`src/design/bfsp_ram.sv`:
```
// Generic single-port-write, single-port-read RAM with a registered read.
// Depends on nothing.
`default_nettype none

module bfsp_ram #(
    parameter int WIDTH = 8,
    parameter int DEPTH = 16
)
(
    input  wire logic                                   clk,
    input  wire logic                                   wr_en,
    input  wire logic [((DEPTH > 1) ? $clog2(DEPTH) : 1)-1:0] wr_addr,
    input  wire logic [WIDTH-1:0]                       wr_data,
    input  wire logic                                   rd_en,
    input  wire logic [((DEPTH > 1) ? $clog2(DEPTH) : 1)-1:0] rd_addr,
    output logic [WIDTH-1:0]                            rd_data
);

    logic [WIDTH-1:0] mem [DEPTH];

    // Write port.
    always_ff @(posedge clk)
    begin
        if (wr_en)
        begin
            mem[wr_addr] <= wr_data;
        end
    end

    // Registered read port; the data word holds until the next read.
    always_ff @(posedge clk)
    begin
        if (rd_en)
        begin
            rd_data <= mem[rd_addr];
        end
    end

endmodule

`default_nettype wire
```
`config.mk`:
```
export PLATFORM = sky130hd
export DESIGN_NAME = bfsp_ram
export DESIGN_NICKNAME = d
export VERILOG_FILES = /design/src/design/bfsp_ram.sv
export SDC_FILE = /design/constraint.sdc
export NUM_CORES = 1
export LEC_CHECK = 0
export BUFFER_PORTS_ARGS = -buffer_cell sky130_fd_sc_hd__buf_2
export CORE_MARGIN = 2
export CORE_UTILIZATION = 50
export DETAILED_ROUTE_END_ITERATION = 7
export PLACE_DENSITY = 0.76
export SETUP_SLACK_MARGIN = 0.02
export SYNTH_ARGS = -nofsm -noshare
export SYNTH_HDL_FRONTEND = slang
export SYNTH_SLANG_ARGS = --single-unit
```
`constraint.sdc`:
```
create_clock -name clk -period 1.6 [get_ports clk]
set_input_delay 0.08 -clock clk [delete_from_list [all_inputs] [get_ports clk]]
set_output_delay 0.08 -clock clk [all_outputs]
set_load 0.05 [all_outputs]
```
======== After elaboration in Yosys (flattened, before gate mapping) ========
Memories as Yosys holds them, arrays and structs flattened. A register that Yosys moved wholly into a read port is not among the register bits.
Index checks and enable logic that the tools add are counted.
word-level totals
  register bits after elaboration ......... 0
  RAM bits ................................ 128
  input port bits ......................... 19
  output and inout bits ................... 8
  logic and storage cells ................. 3
  memories kept ........................... 1
operators by class
  mux-type cells .......................... 2
memory list
  memory  depth  width  rd ports  clocked after memory_dff  write ports  line  text
  mem     16     8      1         1                         1            19    logic [WIDTH-1:0] mem [DEPTH];
operators with widths
  operator  number
  $mux 1    2

======== Logic depth before layout (Yosys ltp) ========
  depth in word-level cells ............... 2
  depth in mapped cells ................... 5
  mapped depth without buffers ............ 3

======== Worst setup path after synthesis ========
OpenSTA, ideal clock, no wires.
  path kind ............................... input to register
  start ................................... input wr_addr[2] in the netlist's numbering
  end ..................................... memory mem[0][0] (enable)
  library setup time ...................... 383 ps
  data arrival time ....................... 1190 ps
  data required time ...................... 1217 ps
  slack ................................... 27 ps
  cell stages on the path ................. 2
  path buffers ............................ 0
  cells stage by stage .................... or3b_2 nor3_1
RTL lines
  item         line  text
  from (decl)  12    input wire logic [((DEPTH > 1) ? $clog2(DEPTH) : 1)-1:0] wr_addr,
  to (decl)    19
No word-level cell before the write port.

==> qor.txt <==
worst path required time - 1.86 ns
Worst-Skew Late Latency - 0.51 ns
CP arrival - 1.79 ns
worst-path cell chain - mux4_1, a22oi_1, nand2_1
crit-path max cell delay - 0.59 ns
pre-CTS setup slack - -0.0413 ns
syn avg cell area - 22.8 sq um
RR Startpoint - mem[9][5]$_DFFE_PP_
fin. max-slew vios - 0
input/output buffers - 26
top-count cell post-synth - edfxtp_1
Max Freq - 653 MHz
post-synth top area cell - edfxtp_1
Core Footprint - 0.0102 sq mm
Max-slew headroom - 0.734
Initial Util - 0.511
total setup buffers inserted after CTS - 0
# fillers - 679
clock skew - 0.00624 ns
cell area after placement - 0.00568 sq mm
cts bufs inserted - 17
Avg WL per Cell - 21.2 microns
hpwl dp - 6140 microns
Max VDD drop - 0.743 mV
total negative setup slack - 0 ns
Post-synth top cells - 136 x edfxtp_1, 18 x mux4_2, 16 x a22oi_1
n_diodes - 0
vias in the first global route - 2,652
first-pass GRT wire length - 14,800 microns
1st-iter DRT viols - 317
fin worst setup slack - 0.0677 ns
Setup violations, final - 0
post_cts resized - 0
die height - 106 microns
flop-to-flop setup slack - 0.07 ns
Congestion Overflow GR - 0
Clock Tree Buf Depth - 2
H-tree levels - 4
startpoint types - flip-flop
hold crit path type - in2reg
P per Cell Area - 1280 mW/mm^2
DR vias - 2,500
# rows - 37
Max-Cap Viols - 0
Total GRT Usage - 0.187
RR Endpoint - rd_data[5]$_DFFE_PP_
crit path kind - reg2reg
DRT Wirelength - 9520 microns
Cells after DPL - 408
Final Util - 0.620
Worst Setup SP - mem[9][5]$_DFFE_PP_
Slew @ Worst Pin - 0.398 ns
CTS Hold Buffers Added - 9
EDFF count, synth - 136
largest net degree at the start of global routing - 17
Area Overhead vs Synth - 21.3%
Final Critical Period - 1.53 ns
post-synthesis sequential area ratio - 0.781
Post-synth ARST share - 0
Non-Filler Instances - 448
Synth cell types - 18
Synth Warn # - 0
Clock transition at path regs - 0.06 ns
R2R depth - 3
Synth Cell Area - 0.00523 sq mm
synth top area cells - edfxtp_1 78%, mux4_2 7.8%, mux4_1 7.0%, a22oi_1 2.3%, nor2_1 0.93%
hold violation total from the final report - 0
ys flop type - edfxtp_1
Via density - 5.58
FF+latch count, synth - 136
Die X - 106 microns
Final #Nets - 319
Post-Syn Nets - 248
number of detailed-route iterations in the first pass - 4
Syn Inst Count - 229
CTS tree - yes
Max stage delay cell, worst path - mux4_1
status - completed
post-route ant nets - 0
die area - 0.0113 sq mm
leakage - 2.17 nW
number of remaining DRC errors - 0
fin area - 0.00634 sq mm
TritonCTS Sinks - 136
total chip power - 8.12 mW
RSZ-0062 raised after global routing - false
layout cell share with drive strength beyond 1 - 0.327
share of the synthesized area in the top cell type - 0.781
Top Ports - 27
gpl congestion - 0.730
CP Capture Type - flip-flop
Tcrit/Tclk final - 0.958
crit path max fanout - 1
initial antenna violation count - 0
Critical Path End - rd_data[5]$_DFFE_PP_
CTS root buffer - clkbuf_8
Hold Slack - 0.135 ns
-- cell usage in the layout (no fill, tap or decap), types with 3 or more instances in the layout --
cell           synthesis  routed
buf_12                 0       3
dlygate4sd3_1          0       9
buf_4                  1      24
clkbuf_16              0      16
clkinvlp_4             0       3
mux4_2                18      18
mux4_1                14      14
edfxtp_1             136     136
a22oi_1               16      16
nor2_1                13      13
clkinv_4               0       5
nor3_1                 4       4
buf_2                  3      26
nand2_1                9       9
-- power breakdown --
group / switching, mW / leakage (nW) / total, mW / internal (mW)
registers: 0.0218 / 1.24 / 4.04 / 4.02
clock network: 1.41 / 0.268 / 3.63 / 2.21
logic: 0.266 / 0.664 / 0.454 / 0.188
total: 1.70 / 2.17 / 8.12 / 6.42
-- how the worst min path moves through the flow --
stage	startpoint	end	slack, ns	cells after the start
2_1_floorplan	wr_data[0]	mem[0][0]$_DFFE_PP_	0.18	0
3_3_place_gp	rd_en	rd_data[1]$_DFFE_PP_	0.45	1
3_5_place_dp	rd_en	rd_data[1]$_DFFE_PP_	0.46	1
4_1_cts	wr_addr[0]	mem[0][6]$_DFFE_PP_	0.11	3
5_1_grt	wr_addr[0]	mem[4][5]$_DFFE_PP_	0.15	3
6_report	wr_addr[0]	mem[0][5]$_DFFE_PP_	0.14	3
-- layer usage --
| layer | GRT usage | part of all wire | up-vias |
|---|---|---|---|
| li1 | - | - | 1122 |
| met1 | 0.243 | 0.43 | 1288 |
| met2 | 0.295 | 0.51 | 80 |
| met3 | 0.0570 | 0.046 | 10 |
| met4 | 0.0827 | 0.019 | 0 |
| met5 | 0 | 0 | - |
-- flip-flops by register name (all words and copies together) (netlist names) --
| register | cells |
|---|---|
| rd_data | 8 |
| mem | 128 |
-- layout make-up --
type	instances	area, sq um	share of cell area
well taps	136	170	0.0268
clock buffers	17	414	0.0653
repair buffers	62	460	0.0726
clock inverters	14	153	0.0241
multi-input cells	83	1060	0.167
flip-flops and latches	136	4080	0.644
-- critical path, delay by kind of cell (launching register included) --
kind               cells  cell delay (ns)
muxes                  1             0.59
DFF                    1             0.37
and+or+nand+nor        1             0.07
AOI/OAI and AO/OA      1             0.26
-- logic make-up (layout without fill, tap and decap cells) --
| group | count (synthesis) | after routing | synth area share |
|---|---|---|---|
| buf+inv | 10 | 93 | 0.0165 |
| mux | 32 | 32 | 0.148 |
| compound gates | 16 | 16 | 0.0230 |
| flops | 136 | 136 | 0.781 |
| simple gates | 35 | 35 | 0.0314 |
Note: power is estimated with default switching activity, not from simulation.
